===== src/rtl/core/tlvp_pkg.sv =====
`timescale 1ns / 1ps
// Shared constants, field table and types for the TLV record parser.
package tlvp_pkg;

    localparam int NUM_FIELDS = 34;
    localparam int IDX_W      = 6;

    // Parse phase codes
    localparam logic [1:0] PH_TAG = 2'd0;
    localparam logic [1:0] PH_LEN = 2'd1;
    localparam logic [1:0] PH_VAL = 2'd2;

    // Section codes
    localparam logic [1:0] SEC_UNK = 2'd0;
    localparam logic [1:0] SEC_CUR = 2'd1;
    localparam logic [1:0] SEC_DEF = 2'd2;

    // Tag that selects the section
    localparam logic [7:0] TAG_SECTION = 8'h00;

    typedef struct packed {
        logic [7:0] tag;
        logic [2:0] len;
    } t_field_desc;

    // Position in the table is the dense field index.
    localparam t_field_desc FIELD_TABLE [NUM_FIELDS] = '{
        '{8'h10, 3'd2}, '{8'h11, 3'd2}, '{8'h12, 3'd4}, '{8'h20, 3'd2}, '{8'h1F, 3'd1},
        '{8'h13, 3'd4}, '{8'h14, 3'd4}, '{8'h16, 3'd4}, '{8'h40, 3'd1}, '{8'h49, 3'd2},
        '{8'h30, 3'd2}, '{8'h31, 3'd2}, '{8'h32, 3'd2}, '{8'h33, 3'd1}, '{8'h34, 3'd1},
        '{8'h35, 3'd2}, '{8'h36, 3'd2}, '{8'h37, 3'd2}, '{8'h38, 3'd2}, '{8'h39, 3'd1},
        '{8'h41, 3'd1}, '{8'h42, 3'd1}, '{8'h43, 3'd1}, '{8'h44, 3'd1}, '{8'h45, 3'd1},
        '{8'h46, 3'd1}, '{8'h47, 3'd1}, '{8'h48, 3'd1}, '{8'h4A, 3'd1}, '{8'h4B, 3'd1},
        '{8'h4C, 3'd1}, '{8'h01, 3'd1}, '{8'h02, 3'd4}, '{8'h03, 3'd4}
    };

    typedef struct packed {
        logic             hit;
        logic [IDX_W-1:0] idx;
    } t_lookup;

    typedef struct packed {
        logic             upd;
        logic [IDX_W-1:0] idx;
        logic [31:0]      value;
        logic             blk_end;
        logic             blk_changed;
    } t_result;

endpackage


===== src/rtl/core/tlvp_field_lookup.sv =====
`timescale 1ns / 1ps
// Known-tag table match: tag and exact length to dense field index.
module tlvp_field_lookup (
    input  logic [7:0]       i_tag,
    input  logic [7:0]       i_len,
    output tlvp_pkg::t_lookup o_lookup
);
    import tlvp_pkg::*;

    logic             found;
    logic             len_ok;
    logic [IDX_W-1:0] idx;

    // Walk downward so the lowest matching entry wins.
    always_comb begin
        found  = 1'b0;
        len_ok = 1'b0;
        idx    = '0;
        for (int i = NUM_FIELDS - 1; i >= 0; i--) begin
            if (FIELD_TABLE[i].tag == i_tag) begin
                found  = 1'b1;
                len_ok = (i_len == {5'd0, FIELD_TABLE[i].len});
                idx    = IDX_W'(i);
            end
        end
    end

    assign o_lookup.hit = found && len_ok;
    assign o_lookup.idx = idx;

endmodule


===== src/rtl/core/tlvp_parse_core.sv =====
`timescale 1ns / 1ps
// Record state machine, value assembly, section tracking and result build.
module tlvp_parse_core (
    input  logic              i_clk,
    input  logic              i_rst_n,
    input  logic              i_fire,
    input  logic [7:0]        i_data_byte,
    input  logic              i_block_last,
    output logic              o_has_result,
    output tlvp_pkg::t_result o_res
);
    import tlvp_pkg::*;

    logic [1:0]  r_phase,   n_phase;
    logic [7:0]  r_tag,     n_tag;
    logic [7:0]  r_len,     n_len;
    logic [7:0]  r_seen,    n_seen;
    logic [31:0] r_acc,     n_acc;
    logic [7:0]  r_first,   n_first;
    logic [1:0]  r_section, n_section;
    logic        r_changed, n_changed;

    logic        finish;
    logic        upd;
    logic [7:0]  seen_inc;
    logic [7:0]  rec_len;
    t_lookup     lookup;

    // Length of the record being closed: the length byte itself on a zero-length record.
    assign rec_len = (r_phase == PH_LEN) ? i_data_byte : r_len;

    tlvp_field_lookup u_lookup (
        .i_tag    (r_tag),
        .i_len    (rec_len),
        .o_lookup (lookup)
    );

    assign seen_inc = r_seen + 8'd1;

    always_comb begin
        n_phase   = r_phase;
        n_tag     = r_tag;
        n_len     = r_len;
        n_seen    = r_seen;
        n_acc     = r_acc;
        n_first   = r_first;
        n_section = r_section;
        finish    = 1'b0;
        unique case (r_phase)
            PH_LEN: begin
                n_len   = i_data_byte;
                n_seen  = '0;
                n_acc   = '0;
                n_first = '0;
                if (i_data_byte == 8'd0) begin
                    finish = 1'b1;
                end else begin
                    n_phase = PH_VAL;
                end
            end
            PH_VAL: begin
                if (r_seen == 8'd0) begin
                    n_first = i_data_byte;
                end
                n_acc  = {r_acc[23:0], i_data_byte};
                n_seen = seen_inc;
                finish = (seen_inc == r_len);
            end
            default: begin
                n_tag   = i_data_byte;
                n_phase = PH_LEN;
            end
        endcase

        upd = 1'b0;
        if (finish) begin
            n_phase = PH_TAG;
            if (r_tag == TAG_SECTION && n_len != 8'd0) begin
                priority if (n_first == 8'd1) begin
                    n_section = SEC_CUR;
                end else if (n_first == 8'd2) begin
                    n_section = SEC_DEF;
                end else begin
                    n_section = SEC_UNK;
                end
            end else begin
                upd = (r_section == SEC_CUR) && lookup.hit;
            end
        end

        n_changed = r_changed | upd;

        o_res.upd         = upd;
        o_res.idx         = upd ? lookup.idx : '0;
        o_res.value       = upd ? n_acc : '0;
        o_res.blk_end     = i_block_last;
        o_res.blk_changed = i_block_last && n_changed;
        o_has_result      = upd || i_block_last;

        // Drop any partial record at block end; section persists.
        if (i_block_last) begin
            n_phase   = PH_TAG;
            n_tag     = '0;
            n_len     = '0;
            n_seen    = '0;
            n_acc     = '0;
            n_first   = '0;
            n_changed = 1'b0;
        end
    end

    always_ff @(posedge i_clk) begin
        if (!i_rst_n) begin
            r_phase   <= PH_TAG;
            r_tag     <= '0;
            r_len     <= '0;
            r_seen    <= '0;
            r_acc     <= '0;
            r_first   <= '0;
            r_section <= SEC_CUR;
            r_changed <= 1'b0;
        end else if (i_fire) begin
            r_phase   <= n_phase;
            r_tag     <= n_tag;
            r_len     <= n_len;
            r_seen    <= n_seen;
            r_acc     <= n_acc;
            r_first   <= n_first;
            r_section <= n_section;
            r_changed <= n_changed;
        end
    end

    a_upd_needs_current: assert property (@(posedge i_clk) disable iff (!i_rst_n)
        o_res.upd |-> (r_section == SEC_CUR))
        else $error("update outside current section");

    a_upd_idx_range: assert property (@(posedge i_clk) disable iff (!i_rst_n)
        o_res.upd |-> (o_res.idx < IDX_W'(NUM_FIELDS)))
        else $error("field index out of range");

    a_changed_at_end: assert property (@(posedge i_clk) disable iff (!i_rst_n)
        o_res.blk_changed |-> o_res.blk_end)
        else $error("block_changed without block end");

    a_last_clears: assert property (@(posedge i_clk) disable iff (!i_rst_n)
        (i_fire && i_block_last) |=> (r_phase == PH_TAG && !r_changed))
        else $error("record state not cleared after block end");

    a_update_sets_changed: assert property (@(posedge i_clk) disable iff (!i_rst_n)
        (i_fire && o_res.upd && !i_block_last) |=> r_changed)
        else $error("update did not mark block changed");

endmodule


===== src/rtl/core/tlv_config_record_parser_unit.sv =====
`timescale 1ns / 1ps
// Top level of the TLV configuration record parser: input and result registers around the core.
// An accepted byte waits in the input register, passes through the core when that register
//   advances, and its result, if any, is loaded into the output register that drives o_valid.
// Throughput: one byte per cycle, result or not, unless i_stall holds a full output register.
// The input register advances only when the output register is empty or being drained.
// Reset (i_rst_n low, synchronous) empties both registers, sets the parser to expect a tag
//   and selects the current section.
module tlv_config_record_parser_unit (
    input  logic                      i_clk,
    input  logic                      i_rst_n,
    input  logic                      i_valid,
    output logic                      o_stall,
    input  logic [7:0]                i_data_byte,
    input  logic                      i_block_last,
    output logic                      o_valid,
    input  logic                      i_stall,
    output logic                      o_update_valid,
    output logic [tlvp_pkg::IDX_W-1:0] o_field_index,
    output logic [31:0]               o_field_value,
    output logic                      o_block_end,
    output logic                      o_block_changed
);
    import tlvp_pkg::*;

    logic       r_in_vld;
    logic [7:0] r_in_byte;
    logic       r_in_last;
    logic       r_out_vld;
    t_result    r_out;

    logic       out_free;
    logic       adv;
    logic       accept;
    logic       has_result;
    t_result    res;

    assign out_free = !r_out_vld || !i_stall;
    assign adv      = r_in_vld && out_free;
    assign o_stall  = r_in_vld && !out_free;
    assign accept   = i_valid && !o_stall;

    tlvp_parse_core u_core (
        .i_clk        (i_clk),
        .i_rst_n      (i_rst_n),
        .i_fire       (adv),
        .i_data_byte  (r_in_byte),
        .i_block_last (r_in_last),
        .o_has_result (has_result),
        .o_res        (res)
    );

    // Input register: load on transfer, drop once consumed.
    always_ff @(posedge i_clk) begin
        if (!i_rst_n) begin
            r_in_vld <= 1'b0;
        end else if (accept) begin
            r_in_vld <= 1'b1;
        end else if (adv) begin
            r_in_vld <= 1'b0;
        end
    end

    always_ff @(posedge i_clk) begin
        if (accept) begin
            r_in_byte <= i_data_byte;
            r_in_last <= i_block_last;
        end
    end

    // Result register: hold while stalled.
    always_ff @(posedge i_clk) begin
        if (!i_rst_n) begin
            r_out_vld <= 1'b0;
        end else if (adv && has_result) begin
            r_out_vld <= 1'b1;
        end else if (!i_stall) begin
            r_out_vld <= 1'b0;
        end
    end

    always_ff @(posedge i_clk) begin
        if (adv && has_result) begin
            r_out <= res;
        end
    end

    assign o_valid         = r_out_vld;
    assign o_update_valid  = r_out.upd;
    assign o_field_index   = r_out.idx;
    assign o_field_value   = r_out.value;
    assign o_block_end     = r_out.blk_end;
    assign o_block_changed = r_out.blk_changed;

endmodule


===== config.mk =====
export PLATFORM = sky130hd
export DESIGN_NAME = tlv_config_record_parser_unit
export DESIGN_NICKNAME = d
export VERILOG_FILES = /design/src/rtl/core/tlvp_pkg.sv /design/src/rtl/core/tlvp_field_lookup.sv /design/src/rtl/core/tlvp_parse_core.sv /design/src/rtl/core/tlv_config_record_parser_unit.sv
export SDC_FILE = /design/constraint.sdc
export NUM_CORES = 1
export LEC_CHECK = 0
export ABC_CLOCK_PERIOD_IN_PS = 5200
export BUFFER_PORTS_ARGS = -buffer_cell sky130_fd_sc_hd__buf_4
export CELL_PAD_IN_SITES_DETAIL_PLACEMENT = 1
export CELL_PAD_IN_SITES_GLOBAL_PLACEMENT = 2
export CORE_MARGIN = 10
export CORE_UTILIZATION = 37
export DETAILED_ROUTE_END_ITERATION = 12
export PLACE_DENSITY_LB_ADDON = 0.1
export SLEW_MARGIN = 25
export SYNTH_ARGS = -nofsm -noshare
export SYNTH_HDL_FRONTEND = slang
export SYNTH_SLANG_ARGS = --single-unit

===== constraint.sdc =====
create_clock -name i_clk -period 5.2 [get_ports i_clk]
set_input_delay 0.52 -clock i_clk [delete_from_list [all_inputs] [get_ports i_clk]]
set_output_delay 0.52 -clock i_clk [all_outputs]
set_load 0.005 [all_outputs]

Yosys cells after proc, flatten, opt, wreduce, memory -nomap -nowiden
Index checks and enable logic that the tools add are counted.
W data, S select, Z words.
{ "classes": {"eq_ne": 47, "n_reduce_logical": 31, "muxes": 127, "n_addsub": 1, "n_bitwise": 2} }
{ "ops": {"columns": ["op", "count"], "rows": [
  ["$eq A7 B8 Y1 const A", 13],
  ["$eq A6 B8 Y1 const A", 11],
  ["$mux W5", 16],
  ["$mux W1", 77],
  ["$pmux W32 S2", 1],
  ["$eq A5 B8 Y1 const A", 7],
  ["$mux W8", 7],
  ["$reduce_or A33 Y1", 1],
  ["$mux W32", 1],
  ["$mux W4", 8],
  ["$pmux W8 S2", 2],
  ["$logic_not A8 Y1", 3],
  ["$reduce_or A17 Y1", 1],
  ["$eq A2 B8 Y1 const A", 2],
  ["$eq A8 B1 Y1 const B", 2],
  ["$eq A8 B2 Y1 const B", 2],
  ["$mux W2", 7],
  ["$mux W3", 4],
  ["$mux W6", 2],
  ["$reduce_or A9 Y1", 1],
  ["$add A8 B1 Y8 const B", 1],
  ["$eq A1 B8 Y1 const A", 1],
  ["$eq A8 B3 Y1 const B", 1],
  ["$eq A8 B8 Y1", 1],
  ["20 further kinds", 36]
]} }
{ "totals": {"out_inout_bits": 43, "elab_cells": 230, "reg_bits": 121, "inputBits": 13} }

Longest topological paths before layout
Gate-level depths: netlist of the first run.
{ "logic_depth": {"ltp_word": 44, "mapped_depth": 11, "depth_no_buf": 9} }

By module
Synthesis of the first run repeated with hierarchy kept, for this count alone.
{ "unflattened": {"cells_unflattened": 565, "area_unflattened_um2": 5542.8} }
{ "modules_own_cells": {"columns": ["module", "seq_area_each_um2", "cells_each", "n_inst", "area_per_inst_um2"], "rows": [
  ["tlvp_parse_core", 1221.2, 377, 1, 3174.3],
  ["tlv_config_record_parser_unit", 1541.5, 60, 1, 1592.8],
  ["tlvp_field_lookup", 0.0, 128, 1, 775.7]
]} }

Worst setup path after synthesis of the first run
OpenSTA, ideal clock, no wires.
{ "synth_path": {"path_kind": "flip-flop to flip-flop", "from": "reg r_in_byte[3]", "to": "reg r_out (netlist bit o_block_changed) (enable)", "synth_period_minus_slack_ps": 4779, "arrival_time_ps": 4326, "stages_incl_launch_ff": 9, "setup_slack_ps": 421, "n_path_buf": 1, "cell_sequence": "edfxtp_1 -> or3_1 -> or4b_4 -> a211oi_2 -> o211ai_1 -> a211oi_2 -> o211ai_2 -> buf_2 -> a21oi_1"} }
{ "synth_via": {"elab_chain_len": 42} }
{ "synth_lines": {"columns": ["element", "line_no", "source"], "rows": [
  ["start, declared", "tlv_config_record_parser_unit.sv:27", "logic [7:0] r_in_byte;"],
  ["start signal, assigned", "tlv_config_record_parser_unit.sv:66", "r_in_byte <= i_data_byte;"],
  ["$mux W8", "tlvp_parse_core.sv:30, tlvp_parse_core.sv:49", null],
  ["$eq A8 B3 Y1", "tlvp_field_lookup.sv:22", "len_ok = (i_len == {5'd0, FIELD_TABLE[i].len});"],
  ["$mux W1 (34 in series)", "tlvp_field_lookup.sv:20", "if (FIELD_TABLE[i].tag == i_tag) begin"],
  ["$logic_and A1 B1 Y1", "tlvp_field_lookup.sv:28", "assign o_lookup.hit = found && len_ok;"],
  ["$logic_and A1 B1 Y1", "tlvp_parse_core.sv:87", "upd = (r_section == SEC_CUR) && lookup.hit;"],
  ["$mux W1", "tlvp_parse_core.sv:78", "if (r_tag == TAG_SECTION && n_len != 8'd0) begin"],
  ["$mux W1 (*)", "tlvp_parse_core.sv:76", "if (finish) begin"],
  ["$logic_or A1 B1 Y1 (*)", "tlvp_parse_core.sv:98", "o_has_result = upd || i_block_last;"],
  ["$logic_and A1 B1 Y1 (*)", "tlv_config_record_parser_unit.sv:83", "if (adv && has_result) begin"],
  ["end signal, assigned", "tlv_config_record_parser_unit.sv:84", "r_out <= res;"],
  ["end, declared", "tlv_config_record_parser_unit.sv:30", "t_result r_out;"]
]} }
Every way passes the cells marked *; elsewhere a longest branch is shown, timed or not.
A chain may end at the register's enable or synchronous reset.

Worst setup path in the final report of the first run
{ "layout_path": {"from": "reg u_core.r_phase[0]", "to": "reg r_out (netlist bit o_field_value[27]) (enable)"} }
{ "layout_via": {"elab_chain_len": 43} }
{ "layout_lines": {"columns": ["element", "line_no", "source"], "rows": [
  ["start, declared", "tlvp_parse_core.sv:14", "logic [1:0] r_phase, n_phase;"],
  ["start signal, assigned", "tlvp_parse_core.sv:123", "r_phase <= n_phase;"],
  ["$eq A2 B1 Y1", "tlvp_parse_core.sv:30, tlvp_parse_core.sv:49", null],
  ["$mux W8", "tlvp_parse_core.sv:30, tlvp_parse_core.sv:49", null],
  ["$eq A8 B3 Y1", "tlvp_field_lookup.sv:22", null],
  ["$mux W1 (34 in series)", "tlvp_field_lookup.sv:20", null],
  ["$logic_and A1 B1 Y1", "tlvp_field_lookup.sv:28", null],
  ["$logic_and A1 B1 Y1", "tlvp_parse_core.sv:87", null],
  ["$mux W1", "tlvp_parse_core.sv:78", null],
  ["$mux W1 (*)", "tlvp_parse_core.sv:76", null],
  ["$logic_or A1 B1 Y1 (*)", "tlvp_parse_core.sv:98", null],
  ["$logic_and A1 B1 Y1 (*)", "tlv_config_record_parser_unit.sv:83", null]
]} }
Marked as above.

==> flow_summary.toml, run 1 <==
[route]
1st_pass_router_iterations = 5
drc = 0
via_count = 5231
avgViaCountPerCell = 5.72
route.antenna.remaining_nets = 0
drt-total-wl_mm = 18.6
wl_per_cell_um = 20.3
drt_first_iter_violations = 337

[finish]
fin_util = 0.449
layout.cell_area.non_filler_mm2 = 0.00714
nNetsFinal = 704
final_layout_size_suffix_gt1_frac = 0.159
filler_cells_inserted = 1823
post_synthesis_to_final_layout_area_growth_pct = 19.0
final_cell_count_no_fill = 915
diodes = 0

[setup_path]
path_delay_family = "compound AO/OA/AOI/OAI gates"
path_class = "reg2reg"
cp.arrival_ns = 3.61
required_time_of_the_critical_path_ns = 5.26
critPathBufInv = 2
timing.critical_path.cells = "inv_1, ha_1, nor2b_1, nand3_1, a211o_1, a211oi_1, o211ai_4, a21oi_4, buf_4"
cp-start-kind = "flop"
cp-end-kind = "flop"
timing.critical_path.slowest_stage_cell = "a211oi_1"
critical_path_peak_fanout = 39
crit_path_max_incr_delay_ns = 0.58

[logic_synthesis]
synth_cell_types = 68
ys_async_sr_fraction = 0
yosysWarningCount = 0
mappedNetlistArea_mm2 = 0.00600
synth-main-ff-cell = "dfxtp_1"
synthesis.area_per_instance_um2 = 9.08
synth_fp_nets = 679
synth-edff-count = 50
postSynthCellCount = 661
sequential_fraction_of_the_synthesis_area = 0.487
ys_seq_elements = 121

[global_routing]
grt_max_degree = 55
groute.usage.overall = 0.170
number_of_antenna_violations_at_the_first_check_in_global_routing = 0
wire_length_of_the_first_global_routing_pass_mm = 29.7
grt.overflow.total = 0
first_global_vias = 5273

[hold_path]
min-delay-path-class = "in2reg"

[floorplan]
chip_width_um = 147
design.core.area_mm2 = 0.0159
initial_core_utilization = 0.378
io_pins = 56
floorplan.die_area_mm2 = 0.0217
rows = 46
die_height_um = 147

[placement]
dp_cells = 883
place.detailed.hpwl_mm = 12.5
port_buffers = 55
finalWeightedCongestion = 0.847
dp_worst_setup_slack_ns = 1.59
post_dp_cell_area_mm2 = 0.00654

[clock_network]
ctsHoldBuffers = 0
clkTransAtPathRegs_ns = 0.06
number_of_sinks_on_the_clock_net = 121
cts_max_level = 4
num_cts_buffers = 17
max-clock-path-buffers = 2
insertion_delay_ns = 0.42
post-cts-setup-buffer-count = 0
cts_tree = "yes"
clock-root-buffer = "clkbuf_16"
post_cts_resized = 0

[job]
timing.max_cap.violations = 0

[timing]
timing_max_transition_violations_final = 0
worstMarginPinSlew_ns = 0.882
fin_crit_sh = 0.683
final_worst_slack_ns = 1.65
layout_min_cycle_time_ns = 3.55
clock.fmax_mhz = 281
clock-skew-final_ns = 0.0102
slew_headroom = 0.410
timing.setup.tns_ns = 0
grt_setup_unrepaired = "no"
final_hold_viol_count = 0
report.final.setup_viol = 0

[pwr]
power.internal_uw = 1750
pwr-share-seq = 0.446
worst_ir_drop_on_vdd_uv = 235
p_sw_frac = 0.240
net-switching-power_uw = 553
comb_power_share = 0.055
total_leakage_power_uw = 0.00250
p_per_area_mw_per_mm2 = 323
share_clk_of_total_power = 0.499

[outcome]
outcome = "completed"
worst paths after layout:
| check | startpoint | endpoint | slack [ns] | cells after the start |
|---|---|---|---|---|
| worst max-delay path | u_core.r_phase[0]$_SDFFE_PN0P_ | o_field_value[27]$_SDFFCE_PP0P_ | 1.65 | 9 |
| worst min-delay path | i_data_byte[6] | r_in_byte[6]$_DFFE_PP_ | 0.28 | 1 |
| worst max register to register | u_core.r_phase[0]$_SDFFE_PN0P_ | o_field_value[27]$_SDFFCE_PP0P_ | 1.65 | 9 |
| worst min register to register | u_core.r_section[1]$_SDFFE_PN0P_ | u_core.r_section[1]$_SDFFE_PN0P_ | 0.46 | 2 |
sequential cells by signal, summed over array words and instances, names as in the netlist, 2 cells and up:
| name | count |
|---|---|
| u_core.r_first | 8 |
| u_core.r_len | 8 |
| o_field_index | 6 |
| u_core.r_section | 2 |
| o_field_value | 32 |
| u_core.r_acc | 32 |
| r_in_byte | 8 |
| u_core.r_phase | 2 |
| u_core.r_seen | 8 |
| u_core.r_tag | 8 |
layout make-up:
class                           count  area, um^2  area share
Sequential cell                   121        2920       0.410
Multi-Input combinational cell    470        2860       0.400
Timing Repair Buffer               60         450      0.0631
Clock inverter                     13         141      0.0198
Inverter                           16        61.3     0.00859
Clock buffer                       19         433      0.0606
Tap cell                          216         270      0.0379
cell usage in the layout, fill, tap and decap left out, types with 15 or more instances in the layout:
cell / Yosys / layout
nor2_1: 105 / 104
dfxtp_1: 71 / 70
a22oi_1: 62 / 62
buf_4: 0 / 60
a21oi_1: 55 / 54
edfxtp_1: 50 / 50
and3_1: 30 / 30
nand2_1: 25 / 24
o21ai_0: 19 / 19
nand3_1: 19 / 19
clkbuf_16: 0 / 17
nor2b_1: 16 / 16
inv_1: 15 / 15
cells by family (layout without fill, tap and decap cells):
logic type / count (synthesis) / in the layout / share of synthesized area
buffers and inverters: 70 / 108 / 0.0446
AO/OA/AOI/OAI: 192 / 192 / 0.216
AND/OR/NAND/NOR: 261 / 261 / 0.223
flip-flops: 121 / 121 / 0.487
multiplexers: 4 / 4 / 0.00709
adder cells (fa/ha/maj): 5 / 5 / 0.0104
XOR/XNOR: 8 / 8 / 0.0117
per-layer routing:
metal  share of wire  track usage  wire (um)
met5               0            0          0
met1            0.46        0.222       8650
met4          0.0096       0.0496        178
met3           0.043       0.0359        798
met2            0.48        0.275       8990
power groups by stage:
stage / Combinational, uW / Clock, uW / Sequential (uW)
global placement: 123 / 0 / 1050
global route: 139 / 1220 / 1030
floorplan: 85.5 / 0 / 1030
finish: 126 / 1150 / 1030
detailed placement: 126 / 0 / 1050
CTS: 127 / 1170 / 1030
stage by stage:
step / hold WS (ns) / total power [uW]
after global placement: 0.450 / 1170
after CTS: 0.261 / 2330
final: 0.276 / 2310
after floorplan: 0.435 / 1120
after detailed placement: 0.467 / 1170
after global routing: 0.260 / 2390
Yosys cell counts (all sizes together), types with 9 or more instances:
cell,number,area (um^2)
a21oi,55,275
nand2,25,93.8
dfxtp,71,1420
and3,30,188
nor2,105,394
o21ai,21,105
nor3,14,70.1
clkbuf,46,173
a31oi,9,56.3
a22oi,62,465
nand3,19,95.1
inv,16,60.1
nor2b,16,100
edfxtp,50,1500
No activity file was read; power rests on OpenSTA's default activity.
==> inputs of run 2 (changes only) <==
--- a/config.mk
+++ b/config.mk
@@ -5,12 +5,13 @@
 export SDC_FILE = /design/constraint.sdc
 export NUM_CORES = 1
 export LEC_CHECK = 0
-export ABC_CLOCK_PERIOD_IN_PS = 5200
+export ABC_AREA = 1
+export ABC_CLOCK_PERIOD_IN_PS = 3700
 export BUFFER_PORTS_ARGS = -buffer_cell sky130_fd_sc_hd__buf_4
 export CELL_PAD_IN_SITES_DETAIL_PLACEMENT = 1
 export CELL_PAD_IN_SITES_GLOBAL_PLACEMENT = 2
 export CORE_MARGIN = 10
-export CORE_UTILIZATION = 37
+export CORE_UTILIZATION = 36
 export DETAILED_ROUTE_END_ITERATION = 12
 export PLACE_DENSITY_LB_ADDON = 0.1
 export SLEW_MARGIN = 25
==> constraint.sdc (replaced) <==
create_clock -name i_clk -period 3.7 [get_ports i_clk]
set_input_delay 0.37 -clock i_clk [delete_from_list [all_inputs] [get_ports i_clk]]
set_output_delay 0.37 -clock i_clk [all_outputs]
set_load 0.005 [all_outputs]
==> run 2 against run 1 <==
Sequential share of layout area fell by 1.2 points. Clock skew fell by 0.0038 ns. Synthesized area grew 2.1%. Die area is 4.3% higher. Global-route usage shrank 0.65 points. Cell count rose by 12%. Total power is 51% higher. Synthesized cell count rose by 12%. Maximum frequency up 11%. Critical endpoint is now o_field_value[7]$_SDFFCE_PP0P_.
==> flow_summary.toml, run 2 <==
[route]
route.top_layer_used = "met4"
avgViaCountPerCell = 5.14
drc = 0
via_count = 5253
drt-total-wl_mm = 18.1
detail_route.wirelength.met1_mm = 8.21
drt_first_iter_violations = 362
wl_per_cell_um = 17.7
1st_pass_router_iterations = 4
wl_met2_mm = 9.01
met3WireLength_um = 700
route.antenna.remaining_nets = 0

[finish]
filler_cells_inserted = 2024
most-common-layout-cells = "nand2_1, nor2_1, dfxtp_1"
nNetsFinal = 806
final_common_cell = "nand2_1"
post_synthesis_to_final_layout_area_growth_pct = 19.9
final_layout_size_suffix_gt1_frac = 0.190
combined_area_of_the_multi_input_logic_cells_mm2 = 0.00273
layout.cell_area.non_filler_mm2 = 0.00734
sequential_cell_area_mm2 = 0.00292
diodes = 0

[clock_network]
cts_max_level = 4
post-cts-setup-buffer-count = 0
cts_tree = "yes"
max-clock-path-buffers = 2
clkTransAtPathRegs_ns = 0.06
clock-root-buffer = "clkbuf_16"
number_of_sinks_on_the_clock_net = 121
post_cts_resized = 0
ctsHoldBuffers = 0
num_cts_buffers = 17
insertion_delay_ns = 0.41

[global_routing]
first_global_vias = 5549
wire_length_of_the_first_global_routing_pass_mm = 29.0
grt_max_degree = 51
groute.usage.overall = 0.163
grt.overflow.total = 0
number_of_antenna_violations_at_the_first_check_in_global_routing = 0

[hold_path]
min-delay-path-class = "in2reg"

[floorplan]
chip_width_um = 150
io_pins = 56
die_height_um = 150
rows = 47
design.core.area_mm2 = 0.0166
floorplan.die_area_mm2 = 0.0226
initial_core_utilization = 0.368

[setup_path]
critPathBufInv = 3
path_delay_family = "simple AND/OR/NAND/NOR gates"
crit-reg2reg-capture = "o_field_value[7]$_SDFFCE_PP0P_"
cp_num_cells = 21
r2r_cells = 21
cp-end-kind = "flop"
cp.arrival_ns = 3.31
path_class = "reg2reg"
timing.critical_path.cells = "inv_1, ha_1, nand2_1, o21ai_0, nand2_1, nor2_4, nand3_1, a21oi_1, nand2_1, nand3_1, nand2_1, nand2_1, nand2_1, nand2_1, nand2_1, nand2_2, nand2_4, nand2_2, nand2_2, inv_1, buf_12"
critical_path.startpoint = "u_core.r_phase[1]$_SDFFE_PN0P_"
timing.critical_path.slowest_stage_cell = "ha_1"
r2r_slack_ns = 0.49
critical_path.endpoint = "o_field_value[7]$_SDFFCE_PP0P_"
cp-start-kind = "flop"
most_frequent_cell_on_critical_path = "nand2_1"
crit_path_max_incr_delay_ns = 0.59
required_time_of_the_critical_path_ns = 3.80
crit-reg2reg-launch = "u_core.r_phase[1]$_SDFFE_PN0P_"
critical_path_peak_fanout = 39

[pwr]
worst_ir_drop_on_vdd_uv = 286
p_per_area_mw_per_mm2 = 475
total_leakage_power_uw = 0.00280

[timing]
layout_min_cycle_time_ns = 3.21
worstMarginPinSlew_ns = 0.815
clock.fmax_mhz = 312
grt_setup_unrepaired = "no"
clock-skew-final_ns = 0.00642
final_hold_viol_count = 0
timing_max_transition_violations_final = 0
fin_crit_sh = 0.867
timing.setup.tns_ns = 0
report.final.setup_viol = 0
slew_headroom = 0.455

[logic_synthesis]
synth-main-ff-cell = "dfxtp_1"
synth.area.top_cells = "edfxtp_1, dfxtp_1, nand2_1, nor2_1, a2bb2oi_1"
yosysWarningCount = 0
synth_fp_nets = 756
netlist_top_cells_count = "nand2_1, nor2_1, dfxtp_1"
synth_cell_types = 44
synth.most_common_cell = "nand2_1"
synth-edff-count = 50
ys_seq_elements = 121
mappedNetlistArea_mm2 = 0.00613
synthesis.area_per_instance_um2 = 8.30
ys_async_sr_fraction = 0
postSynthCellCount = 738
sequential_fraction_of_the_synthesis_area = 0.477
netlist.top_cell.by_area = "edfxtp_1"
synthDominantCellAreaShare = 0.245

[placement]
post_dp_cell_area_mm2 = 0.00672
port_buffers = 55
finalWeightedCongestion = 0.876
place.detailed.hpwl_mm = 13.0

[job]
timing.max_cap.violations = 0

[outcome]
outcome = "completed"
==> run 2: changes by cell type in the layout (fill, tap and decap cells not counted), moves of 11 or more <==
cell,previous run,this run
nand2_1,24,135
inv_1,15,68
a22oi_1,62,32
a2bb2oi_1,1,31
and3_1,30,2
nor2_1,104,121
nor2b_1,16,0
a21oi_1,54,39
nor2_4,0,14
nand3_1,19,31
inv_2,0,11
==> run 2: area by class of cell <==
class                   count  share of cell area
multi-input cells         505               0.372
well taps                 220              0.0375
clock inverters            13              0.0259
repair buffers             64              0.0671
flip-flops and latches    121               0.398
inverters                  79              0.0404
clock buffers              19              0.0589
==> run 2: worst register-to-register path: stages (launching register included) <==
cell and delay (ns):
dfxtp_1 0.31, inv_1 0.09, ha_1 0.59, nand2_1 0.10, o21ai_0 0.13, nand2_1 0.14, nor2_4 0.18, nand3_1 0.15
a21oi_1 0.15, nand2_1 0.07, nand3_1 0.07, nand2_1 0.05, nand2_1 0.05, nand2_1 0.05, nand2_1 0.05, nand2_1 0.06
nand2_2 0.07, nand2_4 0.05, nand2_2 0.05, nand2_2 0.05, inv_1 0.15, buf_12 0.24
==> run 2: worst min path at each step <==
stage / from / to / slack [ns] / cells past startpoint
final: i_data_byte[2] / r_in_byte[2]$_DFFE_PP_ / 0.13 / 1
after global routing: i_data_byte[1] / r_in_byte[1]$_DFFE_PP_ / 0.11 / 1
after CTS: i_data_byte[2] / r_in_byte[2]$_DFFE_PP_ / 0.11 / 1
after detailed placement: u_core.r_first[5]$_SDFFE_PN0P_ / u_core.r_first[5]$_SDFFE_PN0P_ / 0.46 / 2
after global placement: u_core.r_first[1]$_SDFFE_PN0P_ / u_core.r_first[1]$_SDFFE_PN0P_ / 0.45 / 2
after floorplan: u_core.r_first[1]$_SDFFE_PN0P_ / u_core.r_first[1]$_SDFFE_PN0P_ / 0.44 / 2
==> run 2: metrics by stage <==
step	total power, uW	utilization	instances	worst slack (ns)	hold slack (ns)
floorplan	1650	-	738	0.417	0.442
global placement	1750	0.404	989	0.669	0.452
detailed placement	1760	0.404	989	0.505	0.460
CTS	3530	0.441	1021	0.496	0.113
global route	3620	0.441	1021	0.174	0.107
finish	3490	0.441	1021	0.493	0.130
==> run 2: power by group <==
part	switching (uW)	total [uW]	internal, uW
combinational	205	295	90.7
sequential	24.6	1440	1410
clock	625	1760	1130
==> run 2: cell families after synthesis <==
logic type	share of synthesized area
flip-flops	0.477
XOR/XNOR	0.0112
adder cells (fa/ha/maj)	0.0102
AND/OR/NAND/NOR	0.272
AO/OA/AOI/OAI	0.153
buffers and inverters	0.0772
==> run 2: metal layers <==
layer / up-vias / track usage
li1: 2595 / -
met1: 2563 / 0.197
met2: 84 / 0.281
met3: 11 / 0.0426
met4: 0 / 0.0432
met5: - / 0
==> inputs of run 3 (changes only) <==
--- a/config.mk
+++ b/config.mk
@@ -11,10 +11,11 @@
 export CELL_PAD_IN_SITES_DETAIL_PLACEMENT = 1
 export CELL_PAD_IN_SITES_GLOBAL_PLACEMENT = 2
 export CORE_MARGIN = 10
-export CORE_UTILIZATION = 36
+export CORE_UTILIZATION = 35
 export DETAILED_ROUTE_END_ITERATION = 12
 export PLACE_DENSITY_LB_ADDON = 0.1
 export SLEW_MARGIN = 25
 export SYNTH_ARGS = -nofsm -noshare
 export SYNTH_HDL_FRONTEND = slang
+export SYNTH_HIERARCHICAL = 1
 export SYNTH_SLANG_ARGS = --single-unit
==> run 3 against run 2 <==
Combinational power is 13% lower. Flip-flop and latch count stayed put. Synthesized cell count is 6.0% higher. Register-to-register slack worse by 0.15 ns. Total power is 2.6% lower. Sequential power hardly changed. Worst setup slack worse by 0.15 ns.
==> flow_summary.toml, run 3 <==
[outcome]
outcome = "completed"

[job]
timing.max_cap.violations = 0

[timing]
fin_crit_sh = 0.909
worstMarginPinSlew_ns = 0.890
report.final.setup_viol = 0
hold_slack_ns = 0.131
clock.fmax_mhz = 297
final_hold_viol_count = 0
final_worst_slack_ns = 0.338
layout_min_cycle_time_ns = 3.36
grt_setup_unrepaired = "no"
clock-skew-final_ns = 0.00861
timing.setup.tns_ns = 0
timing_max_transition_violations_final = 0
slew_headroom = 0.406

[route]
1st_pass_router_iterations = 4
route.antenna.remaining_nets = 0
wl_per_cell_um = 17.8
drt_first_iter_violations = 235
via_count = 5456
drc = 0
drt-total-wl_mm = 19.1
avgViaCountPerCell = 5.09

[placement]
port_buffers = 55
post_dp_cell_area_mm2 = 0.00680
dp_worst_setup_slack_ns = 0.365
place.detailed.hpwl_mm = 13.8
finalWeightedCongestion = 0.842

[setup_path]
cp-end-kind = "flop"
path_delay_family = "simple AND/OR/NAND/NOR gates"
r2r_slack_ns = 0.34
timing.critical_path.slowest_stage_cell = "buf_4"
critPathBufInv = 5
r2r_cells = 22
required_time_of_the_critical_path_ns = 3.85
crit-reg2reg-capture = "o_field_index[4]$_DFFE_PP_"
cp.arrival_ns = 3.51
crit_path_max_incr_delay_ns = 0.47
most_frequent_cell_on_critical_path = "nand2_1"
cp-start-kind = "flop"
path_class = "reg2reg"
crit-reg2reg-launch = "u_core/r_phase[1]$_SDFFE_PN0P_"
timing.critical_path.cells = "inv_1, ha_1, buf_4, o21ai_0, nor2_1, nand2_1, inv_1, nand4_1, nor2_1, nor2_1, nand3_1, nand2_1, nand2_1, nand2_1, nand4_1, nand2_1, nand2_1, nand4_1, nor2_4, inv_2, buf_4, nor2_1"
critical_path_peak_fanout = 38

[floorplan]
io_pins = 56
rows = 48
chip_width_um = 153
die_height_um = 153
design.core.area_mm2 = 0.0172
initial_core_utilization = 0.357
floorplan.die_area_mm2 = 0.0233

[global_routing]
number_of_antenna_violations_at_the_first_check_in_global_routing = 0
groute.usage.overall = 0.164
wire_length_of_the_first_global_routing_pass_mm = 30.9
grt.overflow.total = 0
grt_max_degree = 51
first_global_vias = 5693

[hold_path]
hold_path_startpoint = "i_data_byte[7]"
worstHoldPathCells = 1
holdPathEnd = "r_in_byte[7]$_DFFE_PP_"
min-delay-path-class = "in2reg"

[clock_network]
number_of_sinks_on_the_clock_net = 121
max-clock-path-buffers = 2
insertion_delay_ns = 0.42
clkTransAtPathRegs_ns = 0.06
num_cts_buffers = 17
clock-root-buffer = "clkbuf_16"
post-cts-setup-buffer-count = 0
cts_tree = "yes"
post_cts_resized = 0
cts_max_level = 4
ctsHoldBuffers = 0

[logic_synthesis]
postSynthCellCount = 782
synth-main-ff-cell = "dfxtp_1"
netlist.top_cell.by_area = "edfxtp_1"
synth_fp_nets = 799
sequential_fraction_of_the_synthesis_area = 0.475
yosysWarningCount = 6
synth-edff-count = 50
synthesis.area_per_instance_um2 = 7.87
synthDominantCellAreaShare = 0.244
ys_seq_elements = 121
mappedNetlistArea_mm2 = 0.00615
netlist_top_cells_count = "nand2_1, nor2_1, inv_1"
ys_async_sr_fraction = 0
synth.most_common_cell = "nand2_1"
synth.area.top_cells = "edfxtp_1, dfxtp_1, nand2_1, nor2_1, inv_1"
synth_cell_types = 40

[finish]
nNetsFinal = 851
most-common-layout-cells = "nand2_1, nor2_1, inv_1"
final_common_cell = "nand2_1"
final_layout_size_suffix_gt1_frac = 0.161
layout.cell_area.non_filler_mm2 = 0.00741
filler_cells_inserted = 2096
post_synthesis_to_final_layout_area_growth_pct = 20.4
combined_area_of_the_multi_input_logic_cells_mm2 = 0.00272
sequential_cell_area_mm2 = 0.00292
diodes = 0

[pwr]
worst_ir_drop_on_vdd_uv = 323
p_per_area_mw_per_mm2 = 459
total_leakage_power_uw = 0.00285
==> run 3: cell count changes in the layout (fill, tap and decap cells not counted), moves of 4 or more <==
cell and change:
o211ai_1 -5, o21ai_2 -5, o21ai_1 +4, nand2_1 +31, inv_1 +15, nand4_1 +6
nand3_1 +11, xor2_1 -5, o21ai_0 +5
==> run 3: through the flow <==
stage | utilization | std cells | total power [uW]
floorplan | - | 782 | 1620
global placement | 0.394 | 1040 | 1720
detailed placement | 0.394 | 1040 | 1720
CTS | 0.430 | 1072 | 3450
global route | 0.430 | 1072 | 3540
finish | 0.430 | 1072 | 3400
==> run 3: power by group <==
group	switching, uW	internal, uW	total, uW	leakage, uW
combinational	179	77.7	257	0.00147
clock	633	1080	1710	0.000296
sequential	25.9	1410	1430	0.00108
total	838	2560	3400	0.00285
==> run 3: routing by layer <==
layer,wire [um],track usage,vias up
met2,9580,0.284,80
met1,8630,0.195,2631
met3,576,0.0342,25
li1,-,-,2720
met5,0,0,-
met4,311,0.0572,0
==> run 3: cell type report <==
class                           instances  area share
Multi-Input combinational cell        533       0.368
Sequential cell                       121       0.394
Inverter                               94      0.0476
Tap cell                              225      0.0380
Clock buffer                           21      0.0650
Timing Repair Buffer                   67      0.0696
Clock inverter                         11      0.0179
==> run 3: worst max-delay path by stage <==
stage | startpoint | to | slack [ns] | cells after the start
floorplan | u_core/r_phase[1]$_SDFFE_PN0P_ | o_block_changed$_DFFE_PP_ | 0.01 | 25
global placement | u_core/r_tag[1]$_SDFFE_PN0P_ | o_field_index[5]$_DFFE_PP_ | 0.50 | 24
detailed placement | u_core/r_phase[1]$_SDFFE_PN0P_ | o_field_index[4]$_DFFE_PP_ | 0.37 | 22
CTS | u_core/r_phase[1]$_SDFFE_PN0P_ | o_field_index[4]$_DFFE_PP_ | 0.34 | 22
global route | u_core/r_phase[1]$_SDFFE_PN0P_ | o_field_index[4]$_DFFE_PP_ | 0.004 | 22
finish | u_core/r_phase[1]$_SDFFE_PN0P_ | o_field_index[4]$_DFFE_PP_ | 0.34 | 22
==> run 3: cell families (layout without fill, tap and decap cells) <==
logic type	count (synthesis)	count (layout)	synth area share
simple gates	391	391	0.284
compound gates	138	138	0.148
buf+inv	128	193	0.0850
flops	121	121	0.475
fa+ha+maj	4	4	0.00813
